[src/sv/prqs_pkg.sv]
// Shared constants, codes and types of the priority ready-queue scheduler.
package prqs_pkg;

    // Sizing of the scheduler tables
    localparam int THREAD_SLOTS    = 8;
    localparam int PRIORITY_LEVELS = 16;

    localparam int SLOT_W = $clog2(THREAD_SLOTS);
    localparam int LINK_W = $clog2(THREAD_SLOTS + 1);
    localparam int PRI_W  = $clog2(PRIORITY_LEVELS);

    // Fixed port field widths
    localparam int OP_W   = 3;
    localparam int PREQ_W = 4;
    localparam int TID_W  = 3;
    localparam int RV_W   = 5;

    // Link value that marks an empty list end
    localparam logic [LINK_W-1:0] NIL_LINK = LINK_W'(THREAD_SLOTS);

    typedef enum logic [OP_W-1:0] {
        OP_RUN     = 3'd0,
        OP_EXIT    = 3'd1,
        OP_WAIT    = 3'd2,
        OP_SLEEP   = 3'd3,
        OP_WAKEUP  = 3'd4,
        OP_GETID   = 3'd5,
        OP_CHPRI   = 3'd6,
        OP_SOFTERR = 3'd7
    } op_t;

    // Commands from the controller to the datapath
    typedef enum logic [3:0] {
        CMD_NONE,
        CMD_LATCH,
        CMD_TAKE,
        CMD_QUEUE_CUR,
        CMD_QUEUE_TGT,
        CMD_QUEUE_NEW,
        CMD_CLEAR_CUR,
        CMD_CREATE,
        CMD_RUN_FAIL,
        CMD_CHPRI,
        CMD_SCAN,
        CMD_LOAD_OUT
    } cmd_t;

    // Status from the datapath to the controller
    typedef struct packed {
        op_t  op;
        logic had_caller;
        logic halted;
        logic free_found;
        logic out_busy;
    } prqs_status_t;

    // Saturate a requested priority to the last level
    function automatic logic [PRI_W-1:0] clamp_pri(input logic [PREQ_W-1:0] p);
        logic [PRI_W-1:0] r;
        if (int'(p) < PRIORITY_LEVELS)
            r = PRI_W'(p);
        else
            r = PRI_W'(PRIORITY_LEVELS - 1);
        return r;
    endfunction

endpackage

[src/sv/prqs_datapath.sv]
// Scheduler datapath: slot tables, linked priority FIFOs, result and output registers.
module prqs_datapath
    import prqs_pkg::*;
(
    input  logic                     clk,
    input  logic                     rst_n,
    input  cmd_t                     cmd,
    output prqs_status_t             status,
    input  logic [OP_W-1:0]          operation,
    input  logic [PREQ_W-1:0]        priority_req,
    input  logic                     priority_given,
    input  logic [TID_W-1:0]         target_thread,
    input  logic                     out_ready,
    output logic                     out_valid,
    output logic [TID_W-1:0]         next_thread,
    output logic                     thread_valid,
    output logic signed [RV_W-1:0]   result_value,
    output logic                     result_written,
    output logic                     halted
);

    // Slot tables and queue pointers
    logic [THREAD_SLOTS-1:0] in_use_reg, in_use_next;
    logic [THREAD_SLOTS-1:0] ready_reg, ready_next;
    logic [PRI_W-1:0]        pri_reg  [THREAD_SLOTS];
    logic [PRI_W-1:0]        pri_next [THREAD_SLOTS];
    logic [LINK_W-1:0]       link_reg  [THREAD_SLOTS];
    logic [LINK_W-1:0]       link_next [THREAD_SLOTS];
    logic [LINK_W-1:0]       head_reg  [PRIORITY_LEVELS];
    logic [LINK_W-1:0]       head_next [PRIORITY_LEVELS];
    logic [LINK_W-1:0]       tail_reg  [PRIORITY_LEVELS];
    logic [LINK_W-1:0]       tail_next [PRIORITY_LEVELS];
    logic [SLOT_W-1:0]       cur_reg, cur_next;
    logic                    cur_valid_reg, cur_valid_next;
    logic                    sys_halt_reg, sys_halt_next;

    // Latched request
    op_t                     op_reg, op_next;
    logic [PRI_W-1:0]        preq_reg, preq_next;
    logic                    pgiven_reg, pgiven_next;
    logic [SLOT_W-1:0]       tgt_reg, tgt_next;
    logic                    tgt_ok_reg, tgt_ok_next;
    logic [SLOT_W-1:0]       caller_reg, caller_next;
    logic                    had_reg, had_next;
    logic [SLOT_W-1:0]       new_reg, new_next;

    // Result under construction
    logic [SLOT_W-1:0]       res_slot_reg, res_slot_next;
    logic                    res_tv_reg, res_tv_next;
    logic [RV_W-1:0]         res_rv_reg, res_rv_next;
    logic                    res_wr_reg, res_wr_next;
    logic                    res_halt_reg, res_halt_next;

    // Output stage
    logic                    out_valid_reg, out_valid_next;
    logic [TID_W-1:0]        out_thread_reg, out_thread_next;
    logic                    out_tv_reg, out_tv_next;
    logic [RV_W-1:0]         out_rv_reg, out_rv_next;
    logic                    out_wr_reg, out_wr_next;
    logic                    out_halt_reg, out_halt_next;

    // Helper decode
    logic                    free_found;
    logic [SLOT_W-1:0]       free_idx;
    logic                    scan_found;
    logic [PRI_W-1:0]        scan_lvl;
    logic [SLOT_W-1:0]       q_slot;
    logic                    q_ok;
    logic [PRI_W-1:0]        q_pri;
    logic [LINK_W-1:0]       q_tail;
    logic [PRI_W-1:0]        t_pri;

    // First free slot
    always_comb
    begin
        free_found = 1'b0;
        free_idx   = '0;
        for (int i = THREAD_SLOTS - 1; i >= 0; i--)
        begin
            if (!in_use_reg[i])
            begin
                free_found = 1'b1;
                free_idx   = SLOT_W'(i);
            end
        end
    end

    // Lowest-numbered nonempty queue
    always_comb
    begin
        scan_found = 1'b0;
        scan_lvl   = '0;
        for (int i = PRIORITY_LEVELS - 1; i >= 0; i--)
        begin
            if (head_reg[i] != NIL_LINK)
            begin
                scan_found = 1'b1;
                scan_lvl   = PRI_W'(i);
            end
        end
    end

    // Slot picked by the queue commands
    always_comb
    begin
        case (cmd)
            CMD_QUEUE_TGT:
            begin
                q_slot = tgt_reg;
                q_ok   = tgt_ok_reg;
            end
            CMD_QUEUE_NEW:
            begin
                q_slot = new_reg;
                q_ok   = 1'b1;
            end
            default:
            begin
                q_slot = caller_reg;
                q_ok   = 1'b1;
            end
        endcase
        q_pri  = pri_reg[q_slot];
        q_tail = tail_reg[q_pri];
        t_pri  = pri_reg[caller_reg];
    end

    // Command execution
    always_comb
    begin
        in_use_next     = in_use_reg;
        ready_next      = ready_reg;
        pri_next        = pri_reg;
        link_next       = link_reg;
        head_next       = head_reg;
        tail_next       = tail_reg;
        cur_next        = cur_reg;
        cur_valid_next  = cur_valid_reg;
        sys_halt_next   = sys_halt_reg;
        op_next         = op_reg;
        preq_next       = preq_reg;
        pgiven_next     = pgiven_reg;
        tgt_next        = tgt_reg;
        tgt_ok_next     = tgt_ok_reg;
        caller_next     = caller_reg;
        had_next        = had_reg;
        new_next        = new_reg;
        res_slot_next   = res_slot_reg;
        res_tv_next     = res_tv_reg;
        res_rv_next     = res_rv_reg;
        res_wr_next     = res_wr_reg;
        res_halt_next   = res_halt_reg;
        out_valid_next  = out_valid_reg & ~out_ready;
        out_thread_next = out_thread_reg;
        out_tv_next     = out_tv_reg;
        out_rv_next     = out_rv_reg;
        out_wr_next     = out_wr_reg;
        out_halt_next   = out_halt_reg;

        unique case (cmd) inside
            CMD_NONE:
            begin
            end
            CMD_LATCH:
            begin
                op_next       = op_t'(operation);
                preq_next     = clamp_pri(priority_req);
                pgiven_next   = priority_given;
                tgt_next      = SLOT_W'(target_thread);
                tgt_ok_next   = int'(target_thread) < THREAD_SLOTS;
                caller_next   = cur_reg;
                had_next      = cur_valid_reg;
                res_slot_next = '0;
                res_tv_next   = 1'b0;
                res_rv_next   = '0;
                res_wr_next   = 1'b0;
                res_halt_next = sys_halt_reg;
            end
            CMD_TAKE:
            begin
                // caller sits at the head of its queue
                if (cur_valid_reg && ready_reg[caller_reg])
                begin
                    head_next[t_pri] = link_reg[caller_reg];
                    if (link_reg[caller_reg] == NIL_LINK)
                        tail_next[t_pri] = NIL_LINK;
                    ready_next[caller_reg] = 1'b0;
                    link_next[caller_reg]  = NIL_LINK;
                end
                case (op_reg) inside
                    OP_RUN:              res_wr_next = had_reg;
                    OP_EXIT, OP_SOFTERR: res_wr_next = 1'b0;
                    default:             res_wr_next = 1'b1;
                endcase
                if (op_reg == OP_GETID)
                    res_rv_next = RV_W'(caller_reg);
            end
            CMD_QUEUE_CUR, CMD_QUEUE_TGT, CMD_QUEUE_NEW:
            begin
                // append to the tail unless already queued
                if (q_ok && !ready_reg[q_slot])
                begin
                    if (q_tail != NIL_LINK)
                        link_next[q_tail[SLOT_W-1:0]] = LINK_W'(q_slot);
                    else
                        head_next[q_pri] = LINK_W'(q_slot);
                    tail_next[q_pri]   = LINK_W'(q_slot);
                    ready_next[q_slot] = 1'b1;
                end
            end
            CMD_CLEAR_CUR:
            begin
                in_use_next[caller_reg] = 1'b0;
                ready_next[caller_reg]  = 1'b0;
                pri_next[caller_reg]    = '0;
                link_next[caller_reg]   = NIL_LINK;
            end
            CMD_CREATE:
            begin
                in_use_next[free_idx] = 1'b1;
                ready_next[free_idx]  = 1'b0;
                pri_next[free_idx]    = preq_reg;
                link_next[free_idx]   = NIL_LINK;
                cur_next              = free_idx;
                cur_valid_next        = 1'b1;
                new_next              = free_idx;
                res_rv_next           = RV_W'(free_idx);
            end
            CMD_RUN_FAIL:
            begin
                res_rv_next = '1;
            end
            CMD_CHPRI:
            begin
                res_rv_next = RV_W'(pri_reg[caller_reg]);
                if (pgiven_reg)
                    pri_next[caller_reg] = preq_reg;
            end
            CMD_SCAN:
            begin
                if (scan_found)
                begin
                    cur_next       = head_reg[scan_lvl][SLOT_W-1:0];
                    cur_valid_next = 1'b1;
                    res_slot_next  = head_reg[scan_lvl][SLOT_W-1:0];
                    res_tv_next    = 1'b1;
                end
                else
                begin
                    sys_halt_next  = 1'b1;
                    cur_valid_next = 1'b0;
                    res_halt_next  = 1'b1;
                end
            end
            CMD_LOAD_OUT:
            begin
                out_valid_next  = 1'b1;
                out_thread_next = TID_W'(res_slot_reg);
                out_tv_next     = res_tv_reg;
                out_rv_next     = res_rv_reg;
                out_wr_next     = res_wr_reg;
                out_halt_next   = res_halt_reg;
            end
            default:
            begin
            end
        endcase
    end

    // State registers
    always_ff @(posedge clk or negedge rst_n)
    begin
        if (!rst_n)
        begin
            in_use_reg    <= '0;
            ready_reg     <= '0;
            for (int i = 0; i < THREAD_SLOTS; i++)
            begin
                pri_reg[i]  <= '0;
                link_reg[i] <= NIL_LINK;
            end
            for (int i = 0; i < PRIORITY_LEVELS; i++)
            begin
                head_reg[i] <= NIL_LINK;
                tail_reg[i] <= NIL_LINK;
            end
            cur_reg       <= '0;
            cur_valid_reg <= 1'b0;
            sys_halt_reg  <= 1'b0;
            out_valid_reg <= 1'b0;
        end
        else
        begin
            in_use_reg    <= in_use_next;
            ready_reg     <= ready_next;
            pri_reg       <= pri_next;
            link_reg      <= link_next;
            head_reg      <= head_next;
            tail_reg      <= tail_next;
            cur_reg       <= cur_next;
            cur_valid_reg <= cur_valid_next;
            sys_halt_reg  <= sys_halt_next;
            out_valid_reg <= out_valid_next;
        end
    end

    // Request and result payload
    always_ff @(posedge clk)
    begin
        op_reg         <= op_next;
        preq_reg       <= preq_next;
        pgiven_reg     <= pgiven_next;
        tgt_reg        <= tgt_next;
        tgt_ok_reg     <= tgt_ok_next;
        caller_reg     <= caller_next;
        had_reg        <= had_next;
        new_reg        <= new_next;
        res_slot_reg   <= res_slot_next;
        res_tv_reg     <= res_tv_next;
        res_rv_reg     <= res_rv_next;
        res_wr_reg     <= res_wr_next;
        res_halt_reg   <= res_halt_next;
        out_thread_reg <= out_thread_next;
        out_tv_reg     <= out_tv_next;
        out_rv_reg     <= out_rv_next;
        out_wr_reg     <= out_wr_next;
        out_halt_reg   <= out_halt_next;
    end

    // Status to the controller
    assign status.op         = op_reg;
    assign status.had_caller = had_reg;
    assign status.halted     = sys_halt_reg;
    assign status.free_found = free_found;
    assign status.out_busy   = out_valid_reg & ~out_ready;

    assign out_valid      = out_valid_reg;
    assign next_thread    = out_thread_reg;
    assign thread_valid   = out_tv_reg;
    assign result_value   = out_rv_reg;
    assign result_written = out_wr_reg;
    assign halted         = out_halt_reg;

endmodule

[src/sv/prqs_ctrl.sv]
// Scheduler controller: sequences the per-request steps on the datapath.
module prqs_ctrl
    import prqs_pkg::*;
(
    input  logic         clk,
    input  logic         rst_n,
    input  logic         in_valid,
    output logic         in_ready,
    input  prqs_status_t status,
    output cmd_t         cmd
);

    typedef enum logic [2:0] {
        S_IDLE,
        S_DECIDE,
        S_STEP1,
        S_STEP2,
        S_STEP3,
        S_SCAN,
        S_FINISH
    } state_t;

    state_t state_reg, state_next;

    // Step sequence per operation
    always_comb
    begin
        state_next = state_reg;
        cmd        = CMD_NONE;
        in_ready   = 1'b0;
        unique case (state_reg)
            S_IDLE:
            begin
                in_ready = 1'b1;
                if (in_valid)
                begin
                    cmd        = CMD_LATCH;
                    state_next = S_DECIDE;
                end
            end
            S_DECIDE:
            begin
                // halted, or no caller for anything but run: ignore
                if (status.halted || (!status.had_caller && status.op != OP_RUN))
                    state_next = S_FINISH;
                else
                begin
                    cmd        = CMD_TAKE;
                    state_next = S_STEP1;
                end
            end
            S_STEP1:
            begin
                state_next = S_SCAN;
                case (status.op) inside
                    OP_RUN:
                    begin
                        if (!status.free_found)
                            cmd = CMD_RUN_FAIL;
                        else
                        begin
                            cmd        = status.had_caller ? CMD_QUEUE_CUR : CMD_NONE;
                            state_next = S_STEP2;
                        end
                    end
                    OP_EXIT, OP_SOFTERR: cmd = CMD_CLEAR_CUR;
                    OP_WAIT, OP_GETID:   cmd = CMD_QUEUE_CUR;
                    OP_WAKEUP:
                    begin
                        cmd        = CMD_QUEUE_CUR;
                        state_next = S_STEP2;
                    end
                    OP_CHPRI:
                    begin
                        cmd        = CMD_CHPRI;
                        state_next = S_STEP2;
                    end
                    default:             cmd = CMD_NONE;
                endcase
            end
            S_STEP2:
            begin
                state_next = S_SCAN;
                case (status.op)
                    OP_RUN:
                    begin
                        cmd        = CMD_CREATE;
                        state_next = S_STEP3;
                    end
                    OP_WAKEUP: cmd = CMD_QUEUE_TGT;
                    OP_CHPRI:  cmd = CMD_QUEUE_CUR;
                    default:   cmd = CMD_NONE;
                endcase
            end
            S_STEP3:
            begin
                cmd        = CMD_QUEUE_NEW;
                state_next = S_SCAN;
            end
            S_SCAN:
            begin
                cmd        = CMD_SCAN;
                state_next = S_FINISH;
            end
            S_FINISH:
            begin
                // wait for the output stage to free up
                if (!status.out_busy)
                begin
                    cmd        = CMD_LOAD_OUT;
                    state_next = S_IDLE;
                end
            end
            default:
            begin
                state_next = S_IDLE;
            end
        endcase
    end

    always_ff @(posedge clk or negedge rst_n)
    begin
        if (!rst_n)
            state_reg <= S_IDLE;
        else
            state_reg <= state_next;
    end

endmodule

[src/sv/priority_ready_queue_scheduler_unit.sv]
// Top level of the fixed-priority ready-queue thread scheduler.
// Usage:
//   Input channel (in_valid/in_ready) carries one trap request from the
//   running thread: operation, priority_req, priority_given, target_thread.
//   Output channel (out_valid/out_ready) returns one result per request:
//   the thread picked to run next, the value for the caller, and halt state.
// Timing:
//   A request is taken only while the controller is idle. An ignored request
//   goes straight to its result; a processed one first steps through its
//   table updates (run is longest: take, requeue caller, create slot,
//   queue new slot, priority scan). The controller steps through one table
//   update per cycle.
//   The next request is taken in the cycle after the result is loaded, even
//   while that result still waits in the output register.
// Reset: all slots free, all queues empty, no current thread, not halted.
// Stall: if the last result still waits in the output register (out_ready
//   low) when a new one is done, the controller holds it; no request is lost.
module priority_ready_queue_scheduler_unit
    import prqs_pkg::*;
(
    input  logic                   clk,
    input  logic                   rst_n,
    input  logic                   in_valid,
    output logic                   in_ready,
    input  logic [OP_W-1:0]        operation,
    input  logic [PREQ_W-1:0]      priority_req,
    input  logic                   priority_given,
    input  logic [TID_W-1:0]       target_thread,
    output logic                   out_valid,
    input  logic                   out_ready,
    output logic [TID_W-1:0]       next_thread,
    output logic                   thread_valid,
    output logic signed [RV_W-1:0] result_value,
    output logic                   result_written,
    output logic                   halted
);

    cmd_t         cmd;
    prqs_status_t status;

    // Step sequencer
    prqs_ctrl u_ctrl (
        .clk      (clk),
        .rst_n    (rst_n),
        .in_valid (in_valid),
        .in_ready (in_ready),
        .status   (status),
        .cmd      (cmd)
    );

    // Tables, queues and result path
    prqs_datapath u_dp (
        .clk            (clk),
        .rst_n          (rst_n),
        .cmd            (cmd),
        .status         (status),
        .operation      (operation),
        .priority_req   (priority_req),
        .priority_given (priority_given),
        .target_thread  (target_thread),
        .out_ready      (out_ready),
        .out_valid      (out_valid),
        .next_thread    (next_thread),
        .thread_valid   (thread_valid),
        .result_value   (result_value),
        .result_written (result_written),
        .halted         (halted)
    );

endmodule

[config.mk]
export PLATFORM = sky130hd
export DESIGN_NAME = priority_ready_queue_scheduler_unit
export DESIGN_NICKNAME = d
export VERILOG_FILES = /design/src/sv/prqs_pkg.sv /design/src/sv/prqs_datapath.sv /design/src/sv/prqs_ctrl.sv /design/src/sv/priority_ready_queue_scheduler_unit.sv
export SDC_FILE = /design/constraint.sdc
export NUM_CORES = 1
export LEC_CHECK = 0
export ABC_AREA = 0
export BUFFER_PORTS_ARGS = -buffer_cell sky130_fd_sc_hd__buf_2
export CORE_MARGIN = 1
export CORE_UTILIZATION = 30
export DETAILED_ROUTE_END_ITERATION = 10
export GPL_TIMING_DRIVEN = 0
export HOLD_SLACK_MARGIN = 0.08
export PLACE_DENSITY = 0.54
export SYNTH_ARGS = -nofsm -noshare
export SYNTH_HDL_FRONTEND = slang
export SYNTH_HIERARCHICAL = 1
export SYNTH_SLANG_ARGS = --single-unit
[constraint.sdc]
create_clock -name clk -period 7.6 [get_ports clk]
set_clock_uncertainty 0.15 [all_clocks]
set_input_delay 0.38 -clock clk [delete_from_list [all_inputs] [get_ports clk]]
set_output_delay 0.38 -clock clk [all_outputs]
set_load 0.01 [all_outputs]
* Yosys cells after proc, flatten, opt, wreduce, memory -nomap -nowiden *
Index checks and enable logic that the tools add are counted.

cells by class
  order comparisons = 18
  muxes and demuxes = 147
  equal/unequal tests = 52
  reductions and logical operators = 38
  bitwise gates (word level) = 28

operators with widths
  cell                count
  $mux 64             6
  $pmux 64 s2         2
  $bwmux 64           3
  $mux 4              36
  $mux 32             4
  $pmux 32 s4         1
  $bwmux 32           3
  $pmux 32 s3         1
  $ne 4x4->1 const B  17
  $mux 3              20
  $and 24x24->24      2
  $and 48x48->48      1
  $not 24->24         2
  $not 48->48         1
  $mux 1              38
  $bmux 4 s3          3
  $demux 4 s3         3
  $and 32x32->32      1
  $bmux 4 s4          2
  $demux 4 s4         2
  $not 32->32         1
  $or 8x8->8          4
  $pmux 8 s4          1
  $pmux 4 s7          1
  46 further kinds    128

word-level totals
  input bits = 15
  register bits = 257
  output and inout bits = 13
  logic and storage cells = 355

* Logic depth before layout (Yosys ltp) *
Gate-level depths: netlist of run 1.

  word-level depth = 30
  gate-level depth with buffers = 23
  depth with buffers taken out = 18

* Hierarchy *
The synthesis of run 1 kept the hierarchy.

by module, submodules not included
  module         area each (sq um)  times used  cells an instance  seq. area each (sq um)
  prqs_datapath  13586.8            1           1352               6606.3
  prqs_ctrl      400.4              1           54                 75.1

* Worst setup path after synthesis of run 1 *
OpenSTA, ideal clock, no wires.

  path type = register to register
  from = register u_dp.in_use_reg[0]
  to = register u_dp/head_reg[48] in the netlist's numbering
  required time = 7.325 ns
  setup slack = 2.310 ns
  path buffers = 4
  period minus slack after synthesis = 5.290 ns
  stages on the path, launching flop included = 23
  setup time = 0.125 ns
  arrival = 5.015 ns
  path through = dfrtp_1 > nand2_1 > nor3_1 > nand3_1 > buf_4 > a211oi_1 > a21oi_1 > o221ai_1 > o2111ai_1 > nor3b_4 > mux2i_1 > buf_2 > nor2_2 > a22oi_2 > nand2_2 > buf_2 > mux2i_1 > a22o_1 > or4_4 > o41ai_4 > buf_2 > nor3b_4 > mux2_2

on the way
  longest elaborated chain between the ends = 19
  elaborated cells between the ends (all ways) = 36
  those cells by class = 2 x order compare; 8 x eq/ne; 19 x mux; 2 x bitwise; 5 x reduce/logical

RTL lines
  what                                                                   line                                       RTL
  from (decl)                                                            prqs_datapath.sv:23                        logic [THREAD_SLOTS-1:0] in_use_reg, in_use_next;
  from (signal assigned)                                                 prqs_datapath.sv:294                       in_use_reg <= in_use_next;
  $mux 1 (*)                                                             prqs_datapath.sv:80                        if (!in_use_reg[i])
  named net u_dp.free_found                                              prqs_datapath.sv:63                        logic free_found;
  $mux 4 (*)                                                             prqs_ctrl.sv:58                            if (!status.free_found)
  $mux 4 (*)                                                             prqs_ctrl.sv:55                            case (status.op) inside
  $pmux 4 s7 (*)                                                         prqs_ctrl.sv:31                            unique case (state_reg)
  named net cmd[1]                                                       priority_ready_queue_scheduler_unit.sv:38  cmd_t cmd;
  $eq 4x3->1                                                             prqs_datapath.sv:106                       case (cmd)
  $pmux 3 s2                                                             prqs_datapath.sv:106
  [... 5 more ...]                                                       --
  $ge 5x5->1 (implied by the code) / $lt 5x1->1 (equally long branches)  prqs_datapath.sv:206                       head_next[q_pri] = LINK_W'(q_slot);
  $logic_and 1x1->1 (implied by the code)                                prqs_datapath.sv:206
  $mux 4 (implied by the code)                                           prqs_datapath.sv:206
  $demux 4 s4                                                            prqs_datapath.sv:206
  $bwmux 64                                                              prqs_datapath.sv:206
  $mux 64                                                                prqs_datapath.sv:203                       if (q_tail != NIL_LINK)
  $mux 64                                                                prqs_datapath.sv:201                       if (q_ok && !ready_reg[q_slot])
  $pmux 64 s2                                                            prqs_datapath.sv:160                       unique case (cmd) inside
  to (signal assigned)                                                   prqs_datapath.sv:298                       head_reg <= head_next;
  to (decl)                                                              prqs_datapath.sv:29                        logic [LINK_W-1:0] head_reg [PRIORITY_LEVELS];

Mark *: on every way through the listed nets, which the timed path passes. The rest lies on a longest branch. The select of a mux whose other input is x is not followed.
A chain may end at the register's enable or synchronous reset.

* Worst setup path in the final report of run 1 *
  from = register u_dp.in_use_reg[0]
  to = register u_dp/head_reg[49] in the netlist's numbering

Same word-level chain as after synthesis.

==> results of run 1 <==
-- area by class of cell --
class | instances | area (um^2)
inverter | 45 | 169
timing repair buffer | 42 | 313
tap | 600 | 751
clock buffer | 39 | 793
fill | 4589 | 29600
sequential | 257 | 6680
buffer | 77 | 343
clock inverter | 13 | 180
multi-input combinational | 1027 | 6790
-- metal layers --
layer | global-route usage (%) | routed length (um)
met1 | 26.2 | 20100
met2 | 31.3 | 21100
met3 | 2.41 | 2880
met4 | 7.34 | 1750
met5 | 0 | 0
-- cell families after synthesis --
group / after synthesis
AOI/OAI and AO/OA: 424
xor gates and xnor gates: 2
buffers and inverters: 122
DFF: 257
muxes: 168
and+or+nand+nor: 433
-- metrics by stage --
stage | utilization, % | setup slack (ns) | cell area (um^2) | cells
after floorplan | - | 2.31 | 14000 | 1406
after global placement | 32.6 | 0.873 | 14900 | 2033
after detailed placement | 32.6 | 0.769 | 14900 | 2034
after CTS | 35.1 | 0.721 | 16000 | 2100
after global routing | 35.1 | 0.204 | 16000 | 2100
final | 35.1 | 0.598 | 16000 | 2100
-- cells in the final DEF, fill, tap and decap left out, types with 6 or more instances in the layout --
cell type / instances
mux2_2: 99
nor4b_1: 9
dfstp_2: 40
nor3b_1: 6
dfrtp_1: 177
a31oi_1: 26
clkbuf_1: 63
nand3b_1: 6
and2_1: 10
inv_1: 44
dlygate4sd3_1: 14
nor3_1: 27
nand2_1: 151
o22ai_1: 37
mux2i_1: 56
o2bb2ai_1: 14
mux2_1: 7
o32ai_1: 10
clkbuf_16: 29
a22oi_1: 22
nor2b_1: 11
edfxtp_1: 40
nor2_1: 121
a21oi_1: 65
o21ai_0: 146
nand2b_1: 18
a22o_1: 25
a221oi_1: 6
a211oi_1: 6
nand3_1: 20
buf_4: 6
buf_2: 36
a21o_1: 15
or3_1: 7
-- path summary, 6_finish.rpt --
kind / start / to / cells past startpoint
worst max-delay path: u_dp/in_use_reg[0] / u_dp/head_reg[49] / 21
worst min-delay path: u_dp/res_tv_reg / u_dp/thread_valid / 0
worst max register to register: u_dp/in_use_reg[0] / u_dp/head_reg[49] / 21
worst min register to register: u_dp/res_tv_reg / u_dp/thread_valid / 0
max in group asynchronous: rst_n / u_dp/pri_reg[14] / 3
min in group asynchronous: rst_n / u_dp/head_reg[44] / 2
-- worst register-to-register path, stage by stage (launching register included) --
cell and delay, ns:
dfrtp_1 0.42, nand2_1 0.15, nor3_1 0.37, nand3_1 0.13, buf_4 0.16, a211oi_1 0.19, a21oi_1 0.06, o221ai_1 0.17
o2111ai_1 0.25, nor3b_4 0.34, mux2i_1 0.33, buf_2 0.41, nor2_2 0.13, a22oi_1 0.48, nand2_1 0.28, nor3_1 0.63
a22o_1 0.32, nor4_4 0.10, o41ai_4 0.68, buf_2 0.40, nor3b_4 0.35, mux2_2 0.37
-- repair_timing --
item | 4_1_cts | 5_1_grt
setup endpoints to repair | 0 | 0
hold endpoints to repair | 104 | 0
hold buffers | 14 | 0
==> results.toml, run 1 <==
[synthesis]
synth_seq_cells = 257
yosysSeqAreaShare_pct = 47.8
yosys.area_share.simple_pct = 15.6
synth_top_area_share_pct = 31.7
synth_cell_types = 83
syn_inst = 1406
synth_edf_count = 40
muxShareOfSynthArea_pct = 13.5
synth_async_sr_flop_share_pct = 84.4
yosysMostFrequentCell = "dfrtp_1"
synthFlopType = "dfrtp_1"
yosysWarnings = 6
synth_common_cells = "177 x dfrtp_1, 151 x nand2_1, 146 x o21ai_0"
synth.largest_area_cell = "dfrtp_1"
synth_area_leaders = "dfrtp_1 32%, edfxtp_1 8.6%, mux2_2 8.0%"
synth_fa_ha_area_share_pct = 0
synth_top_family_by_area = "compound AO/OA/AOI/OAI gates"
synth_nets = 1421
synth_xor_area_share_pct = 0.125
avgSynthCellArea_um2 = 9.95
synth_compound_area_share_pct = 19.4
synth_area_um2 = 14000

[placement]
finalWeightedCongestion = 0.961
portBuffers = 27
hpwl_um = 33300

[floorplan]
num_io_pins = 28
dieWidth_um = 218
coreArea_um2 = 45700
initial_core_util_pct = 30.6
rows = 78
die_h_um = 218
die_area_um2 = 47500

[critical_path]
worst-path-max-fanout = 10
crit_type = "reg -> reg"
path_delay_family = "simple AND/OR/NAND/NOR gates"
start_kind = "flip-flop"
cpPeakStageDelay_ns = 0.68
path_cells = "nand2_1 -> nor3_1 -> nand3_1 -> buf_4 -> a211oi_1 -> a21oi_1 -> o221ai_1 -> o2111ai_1 -> nor3b_4 -> mux2i_1 -> buf_2 -> nor2_2 -> a22oi_1 -> nand2_1 -> nor3_1 -> a22o_1 -> nor4_4 -> o41ai_4 -> buf_2 -> nor3b_4 -> mux2_2"
r2r_slack_ns = 0.60
worst-path-buf-inv = 3
cp-end-kind = "flip-flop"
cp.arrival_ns = 7.30
critPathSlowestCell = "o41ai_4"
required_ns = 7.90

[cts]
cts-resized-gates = 0
htreeDepth = 1
clock_latency_ns = 0.57
numCtsBuffers = 28
cts_setup_buffers = 0
cts_root_buf = "clkbuf_16"
cts_tree = "built"
cts_max_path_buffers = 3
clock-sinks = 257
clk_pin_slew_ns = 0.07

[grt]
grt_pass1_wl_um = 71200
track_usage_pct = 19.3
grt_max_degree = 112
antenna_found_initial = 0
overflow = 0
grt_pass1_vias = 11870

[sta]
relSlewSlack_pct = -2.54
finalCritPeriodShare_pct = 92.1
maxClockFrequency_mhz = 143
setup_viol_count_final = 0
holdWs_ns = 0.272
hold_violations = 0
tightestPinTransition_ns = 1.53
tns_ns = 0
finalCriticalPeriod_ns = 7.00
rsz0062_at_grt = "no"
slew_viol_final = 8

[outcome]
outcome = "finished with violations"
violations = "capacitance limit, slew limit"

[route]
drc_errors = 0
routed_wl_um = 45900
dr_total_vias = 11872
ant_nets = 0
drt_iter0_drc = 1072
drt_first_pass_iters = 5
via_per_inst = 5.65
post_drt_wl_per_cell_um = 21.9

[hold_path]
min_path_type = "reg -> reg"

[layout]
diodes = 0
final_nets = 1493
area_delta_synth_final_pct = 14.6
layout-drive-gt1-share_pct = 17.9

[flow_run]
drv_cap = 1
Power of run 1 is not shown: default switching activity piles up to over one toggle a cycle in this logic, so the estimate is an artifact.
==> inputs of run 2 (changes only) <==
Settings changed: CORE_MARGIN 1 to 5.
==> results.toml, run 2 (synthesis gave the netlist of run 1 again) <==
[outcome]
outcome = "completed"

[placement]
portBuffers = 27
hpwl_um = 34000
placedCellCount = 2043
finalWeightedCongestion = 0.937
dp_slack_ns = 0.654

[layout]
area_delta_synth_final_pct = 15.1
final_nets = 1496
layout-drive-gt1-share_pct = 18.3
instances_no_fill = 2111
layout_commonest_cell = "dfrtp_1"
diodes = 0
layout_common_cells = "177 x dfrtp_1, 151 x nand2_1, 146 x o21ai_0"

[floorplan]
initial_core_util_pct = 30.2
die_area_um2 = 51000
coreArea_um2 = 46400
num_io_pins = 28
rows = 79
dieWidth_um = 226
die_h_um = 226

[critical_path]
critPathSlowestCell = "o41ai_4"
cp.arrival_ns = 7.51
r2r_slack_ns = 0.39
setup.worst_path.start = "u_dp/in_use_reg[1]"
path_cells = "nand2_1 -> nor3_1 -> nand3_1 -> buf_4 -> a211oi_1 -> a21oi_1 -> o221ai_1 -> o2111ai_1 -> nor3b_4 -> mux2i_1 -> buf_2 -> nor2_2 -> a22oi_1 -> nand2_1 -> nor3_1 -> a22o_1 -> nor4_4 -> o41ai_4 -> buf_2 -> nor3b_4 -> mux2_2"
start_kind = "flip-flop"
crit_type = "reg -> reg"
path_delay_family = "simple AND/OR/NAND/NOR gates"
cpPeakStageDelay_ns = 0.69
cp-end-kind = "flip-flop"
worst-path-buf-inv = 3
required_ns = 7.91
worst-path-max-fanout = 10
r2r_start = "u_dp/in_use_reg[1]"

[sta]
tns_ns = 0
tightestPinTransition_ns = 1.44
finalCritPeriodShare_pct = 94.8
maxClockFrequency_mhz = 139
slew_viol_final = 0
relSlewSlack_pct = 4.13
holdWs_ns = 0.115
setup_viol_count_final = 0
rsz0062_at_grt = "no"
setup_ws_ns = 0.395
hold_violations = 0
finalCriticalPeriod_ns = 7.21

[hold_path]
min_path_type = "in -> async"

[route]
drt_iter0_drc = 1027
ant_nets = 0
drc_errors = 0
post_drt_wl_per_cell_um = 22.3
via_per_inst = 5.60
routed_wl_um = 47100
dr_total_vias = 11830
drt_first_pass_iters = 6

[cts]
clk_pin_slew_ns = 0.06
numCtsBuffers = 29
cts_root_buf = "clkbuf_16"
cts_setup_buffers = 0
clock-sinks = 257
cts_max_path_buffers = 3
cts_tree = "built"
htreeDepth = 1
clock_latency_ns = 0.58

[grt]
grt_pass1_wl_um = 72000
track_usage_pct = 18.0
grt_pass1_vias = 11846
grt_max_degree = 100
overflow = 0
antenna_found_initial = 0

[flow_run]
drv_cap = 0
[run 2: cell count changes in the layout (fill, tap and decap cells not counted), sizes merged]
cell	delta
bufinv	+2
clkbuf	-8
clkinv	+9
inv	-1
buf	+2
[run 2: metal layers]
metal  wire length, um  GRT usage, %  up-vias  share of wire, %
met5                 0             0        -                 0
met4              1590          6.21        0               3.4
met3              2990          2.73      105               6.4
met2             21700          29.2      433                46
met1             20800          24.7     5930                44
li1                  -             -     5362                 -
[run 2: final timing paths]
path	end	depth (start not counted)
worst max register to register	u_dp/head_reg[52]	21
max in group asynchronous	u_dp/head_reg[43]	4
worst min-delay path	u_dp/pri_reg[29]	2
worst max-delay path	u_dp/head_reg[52]	21
worst min register to register	u_dp/result_written	0
min in group clk	u_dp/result_written	0
[run 2: worst reg2reg max path: stages (launching register included)]
cell       delay (ns)
dfrtp_1          0.42
nand2_1          0.14
nor3_1           0.37
nand3_1          0.12
buf_4            0.16
a211oi_1         0.20
a21oi_1          0.07
o221ai_1         0.19
o2111ai_1        0.27
nor3b_4          0.36
mux2i_1          0.40
buf_2            0.43
nor2_2           0.14
a22oi_1          0.48
nand2_1          0.31
nor3_1           0.64
a22o_1           0.32
nor4_4           0.10
o41ai_4          0.70
buf_2            0.42
nor3b_4          0.35
mux2_2           0.38
[run 2: final cells by class]
class                      count  area (um^2)
multi-input combinational   1027         6790
buffer                        77          343
inverter                      45          169
clock buffer                  31          733
fill                        4708        30300
tap                          607          759
timing repair buffer          44          348
sequential                   257         6680
clock inverter                23          278
[run 2: through the flow]
step	utilization, %	cell area [um^2]
3_3_place_gp	32.1	14900
5_1_grt	34.7	16100
4_1_cts	34.7	16100
2_1_floorplan	-	14000
6_report	34.7	16100
3_5_place_dp	32.3	15000
[run 2: repair_timing]
item,CTS,global route
hold buffers,14,0
resized for setup,0,0
hold endpoints to repair,123,0
endpoints found under the setup margin,0,0
Power of run 2 is left out for the same reason.
==> inputs of run 3 (changes only) <==
Settings changed: GPL_TIMING_DRIVEN 0 to 1, PLACE_DENSITY 0.54 to unset.
==> results.toml, run 3 (synthesis gave the netlist of run 1 again) <==
[sta]
tns_ns = 0
finalCritPeriodShare_pct = 92.2
hold_violations = 0
slew_viol_final = 0
relSlewSlack_pct = 16.8
setup_viol_count_final = 0
finalCriticalPeriod_ns = 7.01
maxClockFrequency_mhz = 143
tightestPinTransition_ns = 1.25
rsz0062_at_grt = "no"

[placement]
finalWeightedCongestion = 0.954
hpwl_um = 31800
portBuffers = 27

[floorplan]
rows = 79
die_area_um2 = 51000
initial_core_util_pct = 30.2
num_io_pins = 28
coreArea_um2 = 46400
dieWidth_um = 226
die_h_um = 226

[critical_path]
cp-end-kind = "flip-flop"
required_ns = 7.89
worst-path-buf-inv = 2
cpPeakStageDelay_ns = 0.81
worst-path-max-fanout = 24
cp.arrival_ns = 7.30
start_kind = "flip-flop"
path_cells = "nand2_1 -> nor3_1 -> nand3_1 -> a211oi_1 -> a21oi_1 -> o221ai_1 -> o2111ai_1 -> nor3b_4 -> mux2i_2 -> mux2i_1 -> a22oi_2 -> nand2_2 -> buf_4 -> mux2i_1 -> a22o_1 -> nor4_4 -> o41ai_4 -> buf_4 -> nor3b_2 -> mux2_2"
critPathSlowestCell = "o41ai_4"
rr_endpoint = "u_dp/head_reg[61]"
ff2ff_path_depth = 20
path_delay_family = "compound AO/OA/AOI/OAI gates"
r2r_start = "u_dp/in_use_reg[0]"
crit_type = "reg -> reg"
worst-path-stages = 20
r2r_slack_ns = 0.59

[layout]
layout-drive-gt1-share_pct = 19.5
layout_commonest_cell = "dfrtp_1"
fillers = 4656
layout_common_cells = "177 x dfrtp_1, 151 x nand2_1, 146 x o21ai_0"
area_delta_synth_final_pct = 13.9
diodes = 0
final_nets = 1446

[route]
drt_iter0_drc = 1187
via_per_inst = 5.75
drt_first_pass_iters = 6
dr_total_vias = 11835
routed_wl_um = 44500
drc_errors = 0
post_drt_wl_per_cell_um = 21.6
ant_nets = 0

[cts]
cts_setup_buffers = 0
numCtsBuffers = 28
holdBufCountCts = 14
cts_root_buf = "clkbuf_16"
cts_max_path_buffers = 3
clock-sinks = 257
htreeDepth = 1
clock_latency_ns = 0.57
cts-resized-gates = 0
clk_pin_slew_ns = 0.06
cts_tree = "built"

[outcome]
outcome = "completed"

[grt]
overflow = 0
antenna_found_initial = 0
track_usage_pct = 17.0
grt_max_degree = 108
grt_pass1_wl_um = 69200
grt_pass1_vias = 11874

[hold_path]
hold_depth = 0
min_to = "u_dp/halted"
min_path_type = "reg -> reg"
min_from = "u_dp/res_halt_reg"

[flow_run]
drv_cap = 0
-- run 3: how the worst max path moves through the flow --
stage                             from           endpoint  slack [ns]
finish              u_dp/in_use_reg[0]  u_dp/head_reg[61]        0.59
global route        u_dp/in_use_reg[0]  u_dp/head_reg[62]        0.07
CTS                 u_dp/in_use_reg[0]  u_dp/head_reg[61]        0.66
detailed placement  u_dp/in_use_reg[0]  u_dp/head_reg[60]        0.68
global placement    u_dp/in_use_reg[0]  u_dp/head_reg[61]        0.94
floorplan           u_dp/in_use_reg[0]  u_dp/head_reg[48]        2.31
-- run 3: layout make-up --
type	count	area, um^2	area share [%]
timing repair buffer	72	518	3.25
clock inverter	12	173	1.08
tap	607	759	4.77
sequential	257	6680	41.9
inverter	45	169	1.06
clock buffer	40	827	5.19
multi-input combinational	1027	6800	42.7
-- run 3: worst reg2reg max path, delay by kind of cell (launching register included) --
family | cells | cell delay [ns]
AOI/OAI and AO/OA | 7 | 2.12
buffers and inverters | 2 | 0.59
DFF | 1 | 0.41
muxes | 4 | 1.63
and+or+nand+nor | 7 | 1.99
-- run 3: stage by stage --
step | util, % | hold WS [ns] | cell area (um^2) | std cells | setup slack, ns
after detailed placement | 31.9 | 0.255 | 14800 | 1994 | 0.678
final | 34.4 | 0.269 | 15900 | 2060 | 0.590
after CTS | 34.4 | 0.271 | 15900 | 2060 | 0.662
after floorplan | - | -0.0656 | 14000 | 1406 | 2.31
after global routing | 34.4 | 0.275 | 15900 | 2060 | 0.0744
after global placement | 31.9 | 0.254 | 14800 | 1994 | 0.945
-- run 3: layer usage --
layer	vias to the layer above	GRT usage [%]	share of wire (%)
met1	5937	22.5	42
li1	5261	-	-
met3	124	2.65	6.9
met4	0	6.60	3.8
met2	513	28.2	47
met5	-	0	0
Power of run 3 is left out for the same reason.
